==> config.mk <==
export PLATFORM = sky130hd
export DESIGN_NAME = source_token_lexer_unit
export DESIGN_NICKNAME = d
export VERILOG_FILES = /design/src/hw/rtl/stl_pkg.sv /design/src/hw/rtl/source_token_lexer_unit.sv /design/src/hw/rtl/stl_front.sv /design/src/hw/rtl/stl_queue.sv /design/src/hw/rtl/stl_back.sv
export SDC_FILE = /design/constraint.sdc
export NUM_CORES = 1
export LEC_CHECK = 0
export ABC_AREA = 1
export BUFFER_PORTS_ARGS = -buffer_cell sky130_fd_sc_hd__buf_2
export CAP_MARGIN = 10
export CORE_MARGIN = 2
export CORE_UTILIZATION = 49
export DETAILED_ROUTE_END_ITERATION = 7
export HOLD_SLACK_MARGIN = 0.1
export PLACE_DENSITY = 0.74
export SLEW_MARGIN = 20
export SYNTH_ARGS = -nofsm -noshare
export SYNTH_HDL_FRONTEND = slang
export SYNTH_SLANG_ARGS = --single-unit
==> constraint.sdc <==
create_clock -name clk -period 13.25 [get_ports clk]
set_input_delay 2.65 -clock clk [delete_from_list [all_inputs] [get_ports clk]]
set_output_delay 2.65 -clock clk [all_outputs]
set_load 0.02 [all_outputs]
==> src/hw/rtl/stl_pkg.sv <==
// Shared types, codes and character classes for the source token lexer.
package stl_pkg;

  localparam logic [1:0] MODE_IDLE   = 2'd0;
  localparam logic [1:0] MODE_IDENT  = 2'd1;
  localparam logic [1:0] MODE_NUMBER = 2'd2;
  localparam logic [1:0] MODE_STRING = 2'd3;

  localparam logic [4:0] KIND_EOF          = 5'd0;
  localparam logic [4:0] KIND_IDENT        = 5'd1;
  localparam logic [4:0] KIND_RETURN       = 5'd2;
  localparam logic [4:0] KIND_AUTO         = 5'd3;
  localparam logic [4:0] KIND_NUMBER       = 5'd4;
  localparam logic [4:0] KIND_STRING       = 5'd5;
  localparam logic [4:0] KIND_LPAREN       = 5'd6;
  localparam logic [4:0] KIND_RPAREN       = 5'd7;
  localparam logic [4:0] KIND_LBRACE       = 5'd8;
  localparam logic [4:0] KIND_RBRACE       = 5'd9;
  localparam logic [4:0] KIND_SEMI         = 5'd10;
  localparam logic [4:0] KIND_PLUS         = 5'd11;
  localparam logic [4:0] KIND_MINUS        = 5'd12;
  localparam logic [4:0] KIND_STAR         = 5'd13;
  localparam logic [4:0] KIND_SLASH        = 5'd14;
  localparam logic [4:0] KIND_ASSIGN       = 5'd15;
  localparam logic [4:0] KIND_COMMA        = 5'd16;
  localparam logic [4:0] KIND_UNKNOWN      = 5'd17;
  localparam logic [4:0] KIND_UNTERMINATED = 5'd18;

  localparam logic [7:0] CH_QUOTE = 8'h22;
  localparam logic [7:0] CH_UNDER = 8'h5F;

  localparam int QUEUE_DEPTH = 2;

  typedef struct packed {
    logic [4:0]  kind;
    logic [15:0] start;
    logic [15:0] length;
  } token_t;

  typedef struct packed {
    logic   two;
    token_t first;
    token_t second;
  } token_pair_t;

  function automatic logic is_letter(input logic [7:0] c);
    return (c >= 8'h41 && c <= 8'h5A) || (c >= 8'h61 && c <= 8'h7A);
  endfunction

  function automatic logic is_digit(input logic [7:0] c);
    return c >= 8'h30 && c <= 8'h39;
  endfunction

  function automatic logic is_space(input logic [7:0] c);
    return c == 8'h20 || c == 8'h0D || c == 8'h09 || c == 8'h0A;
  endfunction

  function automatic logic is_ident_char(input logic [7:0] c);
    return is_letter(c) || is_digit(c) || c == CH_UNDER;
  endfunction

  function automatic logic [4:0] punct_kind(input logic [7:0] c);
    logic [4:0] k;
    case (c)
      8'h28:   k = KIND_LPAREN;
      8'h29:   k = KIND_RPAREN;
      8'h7B:   k = KIND_LBRACE;
      8'h7D:   k = KIND_RBRACE;
      8'h3B:   k = KIND_SEMI;
      8'h2B:   k = KIND_PLUS;
      8'h2D:   k = KIND_MINUS;
      8'h2A:   k = KIND_STAR;
      8'h2F:   k = KIND_SLASH;
      8'h3D:   k = KIND_ASSIGN;
      8'h2C:   k = KIND_COMMA;
      default: k = KIND_UNKNOWN;
    endcase
    return k;
  endfunction

  function automatic logic [7:0] kw_return_char(input logic [2:0] k);
    logic [7:0] ch;
    case (k)
      3'd0:    ch = 8'h72;
      3'd1:    ch = 8'h65;
      3'd2:    ch = 8'h74;
      3'd3:    ch = 8'h75;
      3'd4:    ch = 8'h72;
      3'd5:    ch = 8'h6E;
      default: ch = 8'h00;
    endcase
    return ch;
  endfunction

  function automatic logic [7:0] kw_auto_char(input logic [1:0] k);
    logic [7:0] ch;
    case (k)
      2'd0:    ch = 8'h61;
      2'd1:    ch = 8'h75;
      2'd2:    ch = 8'h74;
      2'd3:    ch = 8'h6F;
      default: ch = 8'h00;
    endcase
    return ch;
  endfunction

endpackage

==> src/hw/rtl/source_token_lexer_unit.sv <==
// Top level of the source token lexer: scanner, token queue and emitter.
//
//   channel | signals                                   | role
//   --------+-------------------------------------------+-----------------------------
//   in      | in_valid, in_stall, char_byte, end_of_input | source byte request
//   out     | out_valid, out_stall, token_kind,          | token request, up to two
//           | token_start, token_length, last_of_run     | per input request
//
// One input request per cycle while in_stall is low; a request that yields two tokens sends both in turn.
// Scanner state updates in the cycle of acceptance; its tokens pass through the pair queue to the output.
// A two-entry pair queue decouples the sides: in_stall rises only when it is full.
// Synchronous active-high reset empties the queue and restarts the scanner at offset zero.
module source_token_lexer_unit #(
  parameter int POSITION_WIDTH = 16
) (
  input  logic        clk,
  input  logic        rst,
  input  logic        in_valid,
  output logic        in_stall,
  input  logic [7:0]  char_byte,
  input  logic        end_of_input,
  output logic        out_valid,
  input  logic        out_stall,
  output logic [4:0]  token_kind,
  output logic [15:0] token_start,
  output logic [15:0] token_length,
  output logic        last_of_run
);

  logic                 q_full, q_empty, q_push, q_pop;
  stl_pkg::token_pair_t q_push_data, q_head;

  stl_front #(
    .POSITION_WIDTH(POSITION_WIDTH)
  ) u_front (
    .clk          (clk),
    .rst          (rst),
    .in_valid     (in_valid),
    .in_stall     (in_stall),
    .char_byte    (char_byte),
    .end_of_input (end_of_input),
    .q_full       (q_full),
    .push         (q_push),
    .push_data    (q_push_data)
  );

  stl_queue u_queue (
    .clk       (clk),
    .rst       (rst),
    .push      (q_push),
    .push_data (q_push_data),
    .full      (q_full),
    .pop       (q_pop),
    .head      (q_head),
    .empty     (q_empty)
  );

  stl_back u_back (
    .clk          (clk),
    .rst          (rst),
    .head         (q_head),
    .empty        (q_empty),
    .pop          (q_pop),
    .out_valid    (out_valid),
    .out_stall    (out_stall),
    .token_kind   (token_kind),
    .token_start  (token_start),
    .token_length (token_length),
    .last_of_run  (last_of_run)
  );

endmodule

==> src/hw/rtl/stl_front.sv <==
// Front scanner: accepts source bytes, keeps the scan state and forms token pairs.
module stl_front #(
  parameter int POSITION_WIDTH = 16
) (
  input  logic                 clk,
  input  logic                 rst,
  input  logic                 in_valid,
  output logic                 in_stall,
  input  logic [7:0]           char_byte,
  input  logic                 end_of_input,
  input  logic                 q_full,
  output logic                 push,
  output stl_pkg::token_pair_t push_data
);

  localparam logic [POSITION_WIDTH-1:0] POS_MAX = '1;
  localparam logic [POSITION_WIDTH-1:0] POS_ONE = {{(POSITION_WIDTH-1){1'b0}}, 1'b1};

  logic [1:0]                mode, mode_next;
  logic [POSITION_WIDTH-1:0] pos, pos_next;
  logic [POSITION_WIDTH-1:0] origin, origin_next;
  logic [2:0]                kprog, kprog_next;
  logic [1:0]                kcand, kcand_next;

  logic                      accept;
  logic [POSITION_WIDTH-1:0] pos_inc;
  logic [POSITION_WIDTH-1:0] open_len;
  logic [4:0]                ident_kind;
  logic [1:0]                trk_cand;
  logic [2:0]                trk_prog;
  logic                      do_idle;
  logic                      has_a, has_b;
  logic [4:0]                a_kind, b_kind;
  logic [POSITION_WIDTH-1:0] a_start, a_len, b_start, b_len;
  stl_pkg::token_t           tok_a, tok_b;

  function automatic logic [15:0] cut16(input logic [POSITION_WIDTH-1:0] v);
    logic [POSITION_WIDTH+15:0] w;
    w = {16'b0, v};
    return w[15:0];
  endfunction

  assign in_stall = q_full;
  assign accept   = in_valid && !q_full;

  assign pos_inc  = (pos == POS_MAX) ? pos : pos + POS_ONE;
  assign open_len = (pos >= origin) ? pos - origin : '0;

  always_comb begin
    if (kcand[0] && kprog == 3'd6) begin
      ident_kind = stl_pkg::KIND_RETURN;
    end else if (kcand[1] && kprog == 3'd4) begin
      ident_kind = stl_pkg::KIND_AUTO;
    end else begin
      ident_kind = stl_pkg::KIND_IDENT;
    end
  end

  always_comb begin
    trk_cand = kcand;
    if (kprog >= 3'd6 || char_byte != stl_pkg::kw_return_char(kprog)) begin
      trk_cand[0] = 1'b0;
    end
    if (kprog >= 3'd4 || char_byte != stl_pkg::kw_auto_char(kprog[1:0])) begin
      trk_cand[1] = 1'b0;
    end
    trk_prog = (kprog == 3'd7) ? kprog : kprog + 3'd1;
  end

  always_comb begin
    mode_next   = mode;
    pos_next    = pos;
    origin_next = origin;
    kprog_next  = kprog;
    kcand_next  = kcand;
    do_idle     = 1'b0;
    has_a       = 1'b0;
    has_b       = 1'b0;
    a_kind      = ident_kind;
    a_start     = origin;
    a_len       = open_len;
    b_kind      = stl_pkg::KIND_EOF;
    b_start     = pos;
    b_len       = '0;
    if (end_of_input) begin
      has_a = (mode != stl_pkg::MODE_IDLE);
      case (mode)
        stl_pkg::MODE_NUMBER: a_kind = stl_pkg::KIND_NUMBER;
        stl_pkg::MODE_STRING: a_kind = stl_pkg::KIND_UNTERMINATED;
        default:              a_kind = ident_kind;
      endcase
      has_b       = 1'b1;
      mode_next   = stl_pkg::MODE_IDLE;
      pos_next    = '0;
      origin_next = '0;
      kprog_next  = 3'd0;
      kcand_next  = 2'b11;
    end else begin
      pos_next = pos_inc;
      case (mode)
        stl_pkg::MODE_IDENT: begin
          if (stl_pkg::is_ident_char(char_byte)) begin
            kcand_next = trk_cand;
            kprog_next = trk_prog;
          end else begin
            has_a   = 1'b1;
            do_idle = 1'b1;
          end
        end
        stl_pkg::MODE_NUMBER: begin
          if (!stl_pkg::is_digit(char_byte)) begin
            has_a   = 1'b1;
            a_kind  = stl_pkg::KIND_NUMBER;
            do_idle = 1'b1;
          end
        end
        stl_pkg::MODE_STRING: begin
          if (char_byte == stl_pkg::CH_QUOTE) begin
            has_a     = 1'b1;
            a_kind    = stl_pkg::KIND_STRING;
            mode_next = stl_pkg::MODE_IDLE;
          end
        end
        default: do_idle = 1'b1;
      endcase
      if (do_idle) begin
        mode_next = stl_pkg::MODE_IDLE;
        if (stl_pkg::is_space(char_byte)) begin
          mode_next = stl_pkg::MODE_IDLE;
        end else if (stl_pkg::is_letter(char_byte) || char_byte == stl_pkg::CH_UNDER) begin
          mode_next   = stl_pkg::MODE_IDENT;
          origin_next = pos;
          kprog_next  = 3'd1;
          kcand_next  = {char_byte == stl_pkg::kw_auto_char(2'd0),
                         char_byte == stl_pkg::kw_return_char(3'd0)};
        end else if (stl_pkg::is_digit(char_byte)) begin
          mode_next   = stl_pkg::MODE_NUMBER;
          origin_next = pos;
        end else if (char_byte == stl_pkg::CH_QUOTE) begin
          mode_next   = stl_pkg::MODE_STRING;
          origin_next = pos_inc;
        end else begin
          has_b   = 1'b1;
          b_kind  = stl_pkg::punct_kind(char_byte);
          b_start = pos;
          b_len   = POS_ONE;
        end
      end
    end
  end

  assign tok_a = '{kind: a_kind, start: cut16(a_start), length: cut16(a_len)};
  assign tok_b = '{kind: b_kind, start: cut16(b_start), length: cut16(b_len)};

  assign push             = accept && (has_a || has_b);
  assign push_data.two    = has_a && has_b;
  assign push_data.first  = has_a ? tok_a : tok_b;
  assign push_data.second = tok_b;

  always_ff @(posedge clk) begin
    if (rst) begin
      mode   <= stl_pkg::MODE_IDLE;
      pos    <= '0;
      origin <= '0;
      kprog  <= 3'd0;
      kcand  <= 2'b11;
    end else if (accept) begin
      mode   <= mode_next;
      pos    <= pos_next;
      origin <= origin_next;
      kprog  <= kprog_next;
      kcand  <= kcand_next;
    end
  end

`ifndef SYNTHESIS
  a_eoi_restart: assert property (@(posedge clk) disable iff (rst)
    accept && end_of_input |=> mode == stl_pkg::MODE_IDLE && pos == '0 && kcand == 2'b11)
    else $error("scan state not restarted after end of input");
`endif

endmodule

==> src/hw/rtl/stl_queue.sv <==
// Short token-pair queue between the front scanner and the back emitter.
module stl_queue (
  input  logic                 clk,
  input  logic                 rst,
  input  logic                 push,
  input  stl_pkg::token_pair_t push_data,
  output logic                 full,
  input  logic                 pop,
  output stl_pkg::token_pair_t head,
  output logic                 empty
);

  localparam int PTR_W = (stl_pkg::QUEUE_DEPTH > 1) ? $clog2(stl_pkg::QUEUE_DEPTH) : 1;
  localparam int CNT_W = $clog2(stl_pkg::QUEUE_DEPTH + 1);
  localparam logic [PTR_W-1:0] PTR_LAST = PTR_W'(stl_pkg::QUEUE_DEPTH - 1);
  localparam logic [CNT_W-1:0] CNT_FULL = CNT_W'(stl_pkg::QUEUE_DEPTH);

  stl_pkg::token_pair_t entries [stl_pkg::QUEUE_DEPTH];
  logic [PTR_W-1:0]     wr_ptr, rd_ptr;
  logic [CNT_W-1:0]     count;

  assign full  = (count == CNT_FULL);
  assign empty = (count == '0);
  assign head  = entries[rd_ptr];

  always_ff @(posedge clk) begin
    if (push) begin
      entries[wr_ptr] <= push_data;
    end
  end

  always_ff @(posedge clk) begin
    if (rst) begin
      wr_ptr <= '0;
      rd_ptr <= '0;
      count  <= '0;
    end else begin
      if (push) begin
        wr_ptr <= (wr_ptr == PTR_LAST) ? '0 : wr_ptr + 1'b1;
      end
      if (pop) begin
        rd_ptr <= (rd_ptr == PTR_LAST) ? '0 : rd_ptr + 1'b1;
      end
      case ({push, pop})
        2'b10:   count <= count + 1'b1;
        2'b01:   count <= count - 1'b1;
        default: count <= count;
      endcase
    end
  end

`ifndef SYNTHESIS
  a_no_overflow: assert property (@(posedge clk) disable iff (rst) !(push && full))
    else $error("push into full queue");
  a_no_underflow: assert property (@(posedge clk) disable iff (rst) !(pop && empty))
    else $error("pop from empty queue");
  a_count_bound: assert property (@(posedge clk) disable iff (rst) count <= CNT_FULL)
    else $error("queue count out of range");
`endif

endmodule

==> src/hw/rtl/stl_back.sv <==
// Back emitter: sends the one or two tokens of each queued pair on the output channel.
module stl_back (
  input  logic                 clk,
  input  logic                 rst,
  input  stl_pkg::token_pair_t head,
  input  logic                 empty,
  output logic                 pop,
  output logic                 out_valid,
  input  logic                 out_stall,
  output logic [4:0]           token_kind,
  output logic [15:0]          token_start,
  output logic [15:0]          token_length,
  output logic                 last_of_run
);

  logic            sel;
  logic            out_accept;
  stl_pkg::token_t cur;

  assign cur          = sel ? head.second : head.first;
  assign out_valid    = !empty;
  assign token_kind   = cur.kind;
  assign token_start  = cur.start;
  assign token_length = cur.length;
  assign last_of_run  = sel || !head.two;
  assign out_accept   = out_valid && !out_stall;
  assign pop          = out_accept && last_of_run;

  always_ff @(posedge clk) begin
    if (rst) begin
      sel <= 1'b0;
    end else if (out_accept) begin
      sel <= !last_of_run;
    end
  end

`ifndef SYNTHESIS
  a_sel_on_pair: assert property (@(posedge clk) disable iff (rst) sel |-> head.two && !empty)
    else $error("second token selected without a pair at the head");
`endif

endmodule
## Word-level counts from Yosys, hierarchy flattened

Memory sizes are Yosys's and may differ from the RTL's. A register that Yosys moved wholly into a read port is not among the register bits.
Cells that the tools add are included.

| word-level totals | value |
|---|---|
| memory bits (writable) | 150 |
| bits in registers | 44 |
| memories kept | 1 |

| operators by class | value |
|---|---|
| multiplexer cells | 76 |
| equality and inequality tests | 39 |
| $lt $le $gt $ge | 9 |
| reductions and logical operators | 38 |
| add/sub/neg operators | 7 |

Memory list:

| name | depth | width | read ports | clocked after Yosys merged registers in | wr ports | RTL line | RTL |
|---|---|---|---|---|---|---|---|
| u_queue.entries | 2 | 75 | 1 | 1 | 1 | stl_queue.sv:18 | `stl_pkg::token_pair_t entries [stl_pkg::QUEUE_DEPTH];` |

Operators by type and width:

| operator | number |
|---|---|
| 2-to-1 mux 16 bit | 14 |
| == test 8 x 6 -> 1 bit, second input constant | 11 |
| 2-to-1 mux 37 bit | 2 |
| case mux 5 bit (11 select lines) | 1 |
| 2-to-1 mux 5 bit | 10 |
| == test 8 x 7 -> 1 bit, second input constant | 5 |
| case mux 7 bit (5 select lines) | 1 |
| case mux 8 bit (4 select lines) | 1 |
| 2-to-1 mux 2 bit | 15 |
| == test 8 x 4 -> 1 bit, second input constant | 3 |
| 2-to-1 mux 3 bit | 7 |
| 2-to-1 mux 1 bit | 20 |
| case mux 5 bit (2 select lines) | 2 |
| adder 16 x 1 -> 16 bit, second input constant | 1 |
| == test 16 bit, second input constant | 1 |
| greater-or-equal comparator 16 bit | 1 |
| greater-or-equal comparator 8 x 7 -> 1 bit, second input constant | 2 |
| <= comparator 8 x 7 -> 1 bit, second input constant | 2 |
| subtractor 16 bit | 1 |
| == test 2 bit, second input constant | 6 |
| == test 3 bit, second input constant | 4 |
| logical OR 1 bit | 11 |
| logical AND 1 bit | 10 |
| greater-or-equal comparator 8 x 6 -> 1 bit, second input constant | 1 |
| other kinds (23) | 37 |

## Logic depth before layout (Yosys ltp)

| depth | value |
|---|---|
| depth after elaboration | 14 |
| mapped depth | 18 |
| depth with buffers taken out | 17 |

## By module

Synthesis repeated with hierarchy kept, for this count alone.

| second synthesis, totals | value |
|---|---|
| cell total of the unflattened synthesis | 1173 |
| area, all modules | 10780.3 µm² |

By module, submodules not included:

| module | times used | area an instance (µm²) | cells an instance |
|---|---|---|---|
| stl_queue | 1 | 5839.4 | 266 |
| stl_front | 1 | 4390.5 | 777 |
| stl_back | 1 | 550.5 | 130 |

## Least setup slack after synthesis

No wires, ideal clock.

| timing | value |
|---|---|
| path kind | in2reg |
| from | input port char_byte[5] |
| to | memory u_queue.entries[0][0] (netlist name) (enable) |
| path slack | 6.485 ns |
| stages on the path | 12 |
| arrival time | 6.287 ns |
| path buffers | 2 |
| cell sequence | buf_2 > nand2_1 > nor2_2 > nand3_2 > nand2_4 > nand3_4 > nand2_2 > nand2_4 > buf_6 > nand3_2 > nand2_1 > nor2_1 |

| on the way | value |
|---|---|
| cells in the longest elaborated chain, start to end | 14 |

Ends and longest elaborated chain:

| item | RTL line | RTL |
|---|---|---|
| start, declared | source_token_lexer_unit.sv:20 | `input logic [7:0] char_byte,` |
| greater-or-equal comparator 8 x 7 -> 1 bit or <= comparator 8 x 7 -> 1 bit (tied branches) | stl_pkg.sv:47 | `return (c >= 8'h41 && c <= 8'h5A) \|\| (c >= 8'h61 && c <= 8'h7A);` |
| logical AND 1 bit | stl_pkg.sv:47 |  |
| logical OR 1 bit | stl_pkg.sv:47 |  |
| logical OR 1 bit (2 in a row) | stl_pkg.sv:59 | `return is_letter(c) \|\| is_digit(c) \|\| c == CH_UNDER;` |
| 2-to-1 mux 1 bit | stl_front.sv:102 | `if (stl_pkg::is_ident_char(char_byte)) begin` |
| case mux 1 bit (3 select lines) | stl_front.sv:100 | `case (mode)` |
| 2-to-1 mux 1 bit | stl_front.sv:85 | `if (end_of_input) begin` |
| 2-to-1 mux 1 bit | stl_front.sv:126 | `if (do_idle) begin` |
| 2-to-1 mux 1 bit | stl_front.sv:85 |  |
| logical OR 1 bit (*) | stl_front.sv:155 | `assign push = accept && (has_a \|\| has_b);` |
| logical AND 1 bit (*) | stl_front.sv:155 |  |
| 2-to-1 mux 1 bit (*) | stl_queue.sv:27 | `if (push) begin` |
| 2-to-1 mux 1 bit (not written as such) (*) | stl_queue.sv:28 | `entries[wr_ptr] <= push_data;` |
| end, declared | stl_queue.sv:18 |  |

Mark *: on every way between the ends. The rest lies on a longest branch, timed or not. The select of a mux whose other input is x is not followed.

## Worst setup path after layout

| timing | value |
|---|---|
| from | register u_back.sel |
| to | output port token_start[8] |

| on the way | value |
|---|---|
| cells in the longest elaborated chain, start to end | 1 |

Ends and longest elaborated chain:

| item | RTL line | RTL |
|---|---|---|
| start, declared | stl_back.sv:16 | `logic sel;` |
| start signal, assigned | stl_back.sv:33 | `sel <= !last_of_run;` |
| 2-to-1 mux 37 bit | stl_back.sv:20 | `assign cur = sel ? head.second : head.first;` |
| end, declared | source_token_lexer_unit.sv:25 | `output logic [15:0] token_start,` |

No other way between the ends.

==> impl_table.tex <==
\begin{tabular}{lr}
\hline
Metric & Value \\
\hline
\multicolumn{2}{l}{\textbf{Placement}} \\
Port Buffers & 52 \\
GPL Wtd Cong & 0.894 \\
HPWL after detailed placement & 14,600 um \\
\multicolumn{2}{l}{\textbf{CTS}} \\
Number of setup buffers added after CTS & 0 \\
Count of hold-fix buffers inserted at cts & 0 \\
Number of clock buffers inserted by TritonCTS & 17 \\
CTS tree & done \\
Sink Count & 165 \\
Post\_cts resized & 0 \\
Clock slew at reported path FFs & 70 ps \\
Root buffer cell & clkbuf\_16 \\
Maximum level of the CTS H-tree & 4 \\
Clock buffer depth & 2 \\
Clk\_lat worst skew & 430 ps \\
\multicolumn{2}{l}{\textbf{Timing}} \\
Max-slew violation count & 0 \\
Worst clock skew on the final layout & 12.9 ps \\
Slew margin rel. & 0.326 \\
Fmax & 187 MHz \\
Final setup vio count & 0 \\
Final number of hold-violating endpoints & 0 \\
Fin crit period & 5340 ps \\
Unrepaired setup endpoints after global routing & no \\
Post-route clock period utilization & 0.403 \\
Slew at the pin closest to its max-slew limit & 1010 ps \\
Setup\_tns & 0 ps \\
\multicolumn{2}{l}{\textbf{Pwr}} \\
Combinational power share & 0.236 \\
Final Power & 1.56 mW \\
Sequential group share of total power & 0.407 \\
P\_leak & 4.08 nW \\
Cell internal power dissipation & 1.06 mW \\
Net switching power of the design & 0.498 mW \\
Maximum vdd ir drop & 0.104 mV \\
Pwr/cell area & 157 nW/um\^{}2 \\
Clock network fraction of total power & 0.358 \\
Switching portion of total power & 0.319 \\
\multicolumn{2}{l}{\textbf{Floorplan}} \\
Floorplan core area & 18,000 um\^{}2 \\
Die X & 139 um \\
Starting density of the core & 0.499 \\
Vert. Die Dim & 139 um \\
Core Rows & 49 \\
Die area & 19,400 um\^{}2 \\
Boundary Pins & 53 \\
\multicolumn{2}{l}{\textbf{Worst setup path}} \\
Arrival @ worst endpoint & 2690 ps \\
Required time of the critical path & 10,600 ps \\
Worst setup path category & flop to output port \\
Worst setup SP type & flop \\
Critical path peak fanout & 38 \\
Critical path cell sequence & inv\_1 > o21ai\_0 > o22ai\_1 > buf\_2 \\
Kind of end point of the critical path & output port \\
Max incr delay on CP & 890 ps \\
Critical-path top delay cell & dfxtp\_1 \\
\multicolumn{2}{l}{\textbf{Status}} \\
Run status & finished, final reports clean \\
\multicolumn{2}{l}{\textbf{Global route}} \\
Congestion Overflow GR & 0 \\
GRT Total Usage & 0.223 \\
Vias in the first global route & 6,824 \\
Pin count of the biggest net entering global routing & 62 \\
Wire length of the first global-routing pass & 34,500 um \\
Initial antenna violation count & 0 \\
\multicolumn{2}{l}{\textbf{Synth}} \\
Post-Synthesis Cell Area & 8960 um\^{}2 \\
Post-synthesis instance total & 1,078 \\
Async set or reset register ratio after synthesis & 0 \\
Net Count, Synth & 1,116 \\
Number of distinct library cell variants in the gate-level netlist after synthesis & 43 \\
Post-synth EDFFs & 120 \\
Number of synthesized register bits & 165 \\
Synth Warn \# & 0 \\
Proportion of synthesized chip area in sequential cells & 0.502 \\
Synth Area per Inst & 8.32 um\^{}2 \\
Most used DFF post-synth & edfxtp\_1 \\
\multicolumn{2}{l}{\textbf{Final layout}} \\
Fraction of layout cells with a size suffix above 1 & 0.124 \\
Layout-stage area growth over the synthesis result & 11.3\% \\
Final Net Count & 1,146 \\
ANT cells & 0 \\
\multicolumn{2}{l}{\textbf{Detailed routing}} \\
Number of design rule violations left after detail routing & 0 \\
Total Wirelength & 21,100 um \\
Routed via count & 7,390 \\
Detailed Route Iter0 Violations & 703 \\
Count of TritonRoute iterations in the first routing pass & 5 \\
Post-DRT Antenna Nets & 0 \\
Wire length per cell & 15.6 um \\
Routed via count divided by cell count & 5.47 \\
\multicolumn{2}{l}{\textbf{Min path}} \\
Min-Delay Path Class & flop to flop \\
\multicolumn{2}{l}{\textbf{Job}} \\
\# Max-Cap Violations & 0 \\
\hline
\end{tabular}
-- critical path, delay by kind of cell, from the launching register on --
| family | cells | cell delay [ps] |
|---|---|---|
| AO/OA/AOI/OAI | 2 | 430 |
| buffers and inverters | 2 | 910 |
| flip-flops | 1 | 890 |
-- cell usage in the layout, fill, tap and decap left out, types with 6 or more instances in the layout --
cell / netlist / layout
nor3_1: 16 / 16
a21oi_1: 66 / 66
dfxtp_1: 45 / 44
o21ai_0: 117 / 116
inv_2: 6 / 7
buf_4: 5 / 6
o22ai_1: 23 / 23
edfxtp_1: 120 / 120
nand2_1: 206 / 206
nand4_1: 11 / 11
inv_6: 0 / 7
clkbuf_16: 0 / 17
nand3_1: 54 / 54
buf_2: 6 / 52
o21ai_1: 7 / 8
nor2_2: 8 / 8
inv_1: 98 / 97
ha_1: 24 / 24
nor2_1: 171 / 170
-- final cells by class --
cell class,instances,area (um^2)
tap,229,287
timing repair buffer,58,305
sequential,165,4510
fill,1629,7980
inverter,105,394
multi-input combinational,761,3820
clock inverter,14,234
clock buffer,18,429
-- path summary, 6_finish.rpt --
kind	start	endpoint	slack, ps	depth (start not counted)
worst max-delay path	u_back.sel	token_start[8]	7910	4
worst min register to register	u_queue.count[1]	u_queue.count[1]	460	1
worst min-delay path	u_queue.count[1]	u_queue.count[1]	460	1
worst max register to register	u_back.sel	u_queue.count[1]	10260	12
-- registers in the layout, indices dropped and copies added (netlist names), 2 cells and up, named ones only --
name and count:
u_queue.entries 120, u_front.a_start 16, u_front.pos 16, u_front.kprog 3
u_front.kcand 2, u_front.mode 2, u_queue.count 2
-- per-layer routing --
metal  global-route usage  routed length (um)  vias to the layer above  share of wire
met5                    0                   0                        -              0
met4               0.0744                 407                        0          0.019
met3               0.0313                1130                       41          0.054
met2                0.349                9750                      210           0.46
met1                0.322                9800                     3445           0.46
li1                     -                   -                     3694              -
-- cell families after synthesis --
kind of cell,count (synthesis),synth area share
buf+inv,152,0.0717
simple gates,493,0.240
xor+xnor,10,0.00977
compound gates,233,0.141
flops,165,0.502
fa+ha+maj,25,0.0357
-- power by group through the flow --
stage	registers, mW	logic, mW	clock network [mW]
after detailed placement	0.646	0.367	0
after global routing	0.640	0.409	0.585
after floorplan	0.640	0.275	0
after CTS	0.635	0.370	0.564
final	0.635	0.368	0.559
after global placement	0.643	0.364	0
-- metrics by stage --
step | hold WS, ps | worst slack, ps | util | instances | instance area, um^2
2_1_floorplan | 422 | 6480 | - | 1078 | 8960
3_3_place_gp | 437 | 8040 | 0.519 | 1318 | 9320
3_5_place_dp | 436 | 8020 | 0.519 | 1318 | 9320
4_1_cts | 461 | 7870 | 0.556 | 1350 | 9980
5_1_grt | 478 | 7680 | 0.556 | 1350 | 9980
6_report | 465 | 7910 | 0.556 | 1350 | 9980
-- cells in the mapped netlist (2+ instances only) --
cell type    n  area share
o21ai_2      5      0.0049
clkbuf_1    30       0.013
nor2_2       8      0.0056
o21ai_1      7      0.0039
nor2_4       4      0.0050
o21a_1       2      0.0017
inv_1       98       0.041
o22ai_1     23       0.016
xor2_1       5      0.0049
nand3_2      5      0.0056
o21ai_0    117       0.065
o31ai_1      2      0.0017
nand3_4      2      0.0039
a21oi_1     66       0.037
o21bai_1     2      0.0017
a211oi_1     2      0.0017
a21oi_2      2      0.0020
edfxtp_1   120        0.40
dfxtp_1     45        0.10
nand3_1     54       0.030
inv_2        6      0.0025
nand4_1     11      0.0077
nor2_1     171       0.072
buf_6        4      0.0050
o211ai_1     2      0.0017
buf_2        6      0.0033
nand2_2      5      0.0035
xnor2_1      5      0.0049
nor3_1      16      0.0089
nand2_1    206       0.086
nand2_4      4      0.0050
ha_1        24       0.033
or2_2        4      0.0028
a31oi_1      2      0.0014
buf_4        5      0.0042
(Power assumes the default switching activity.)
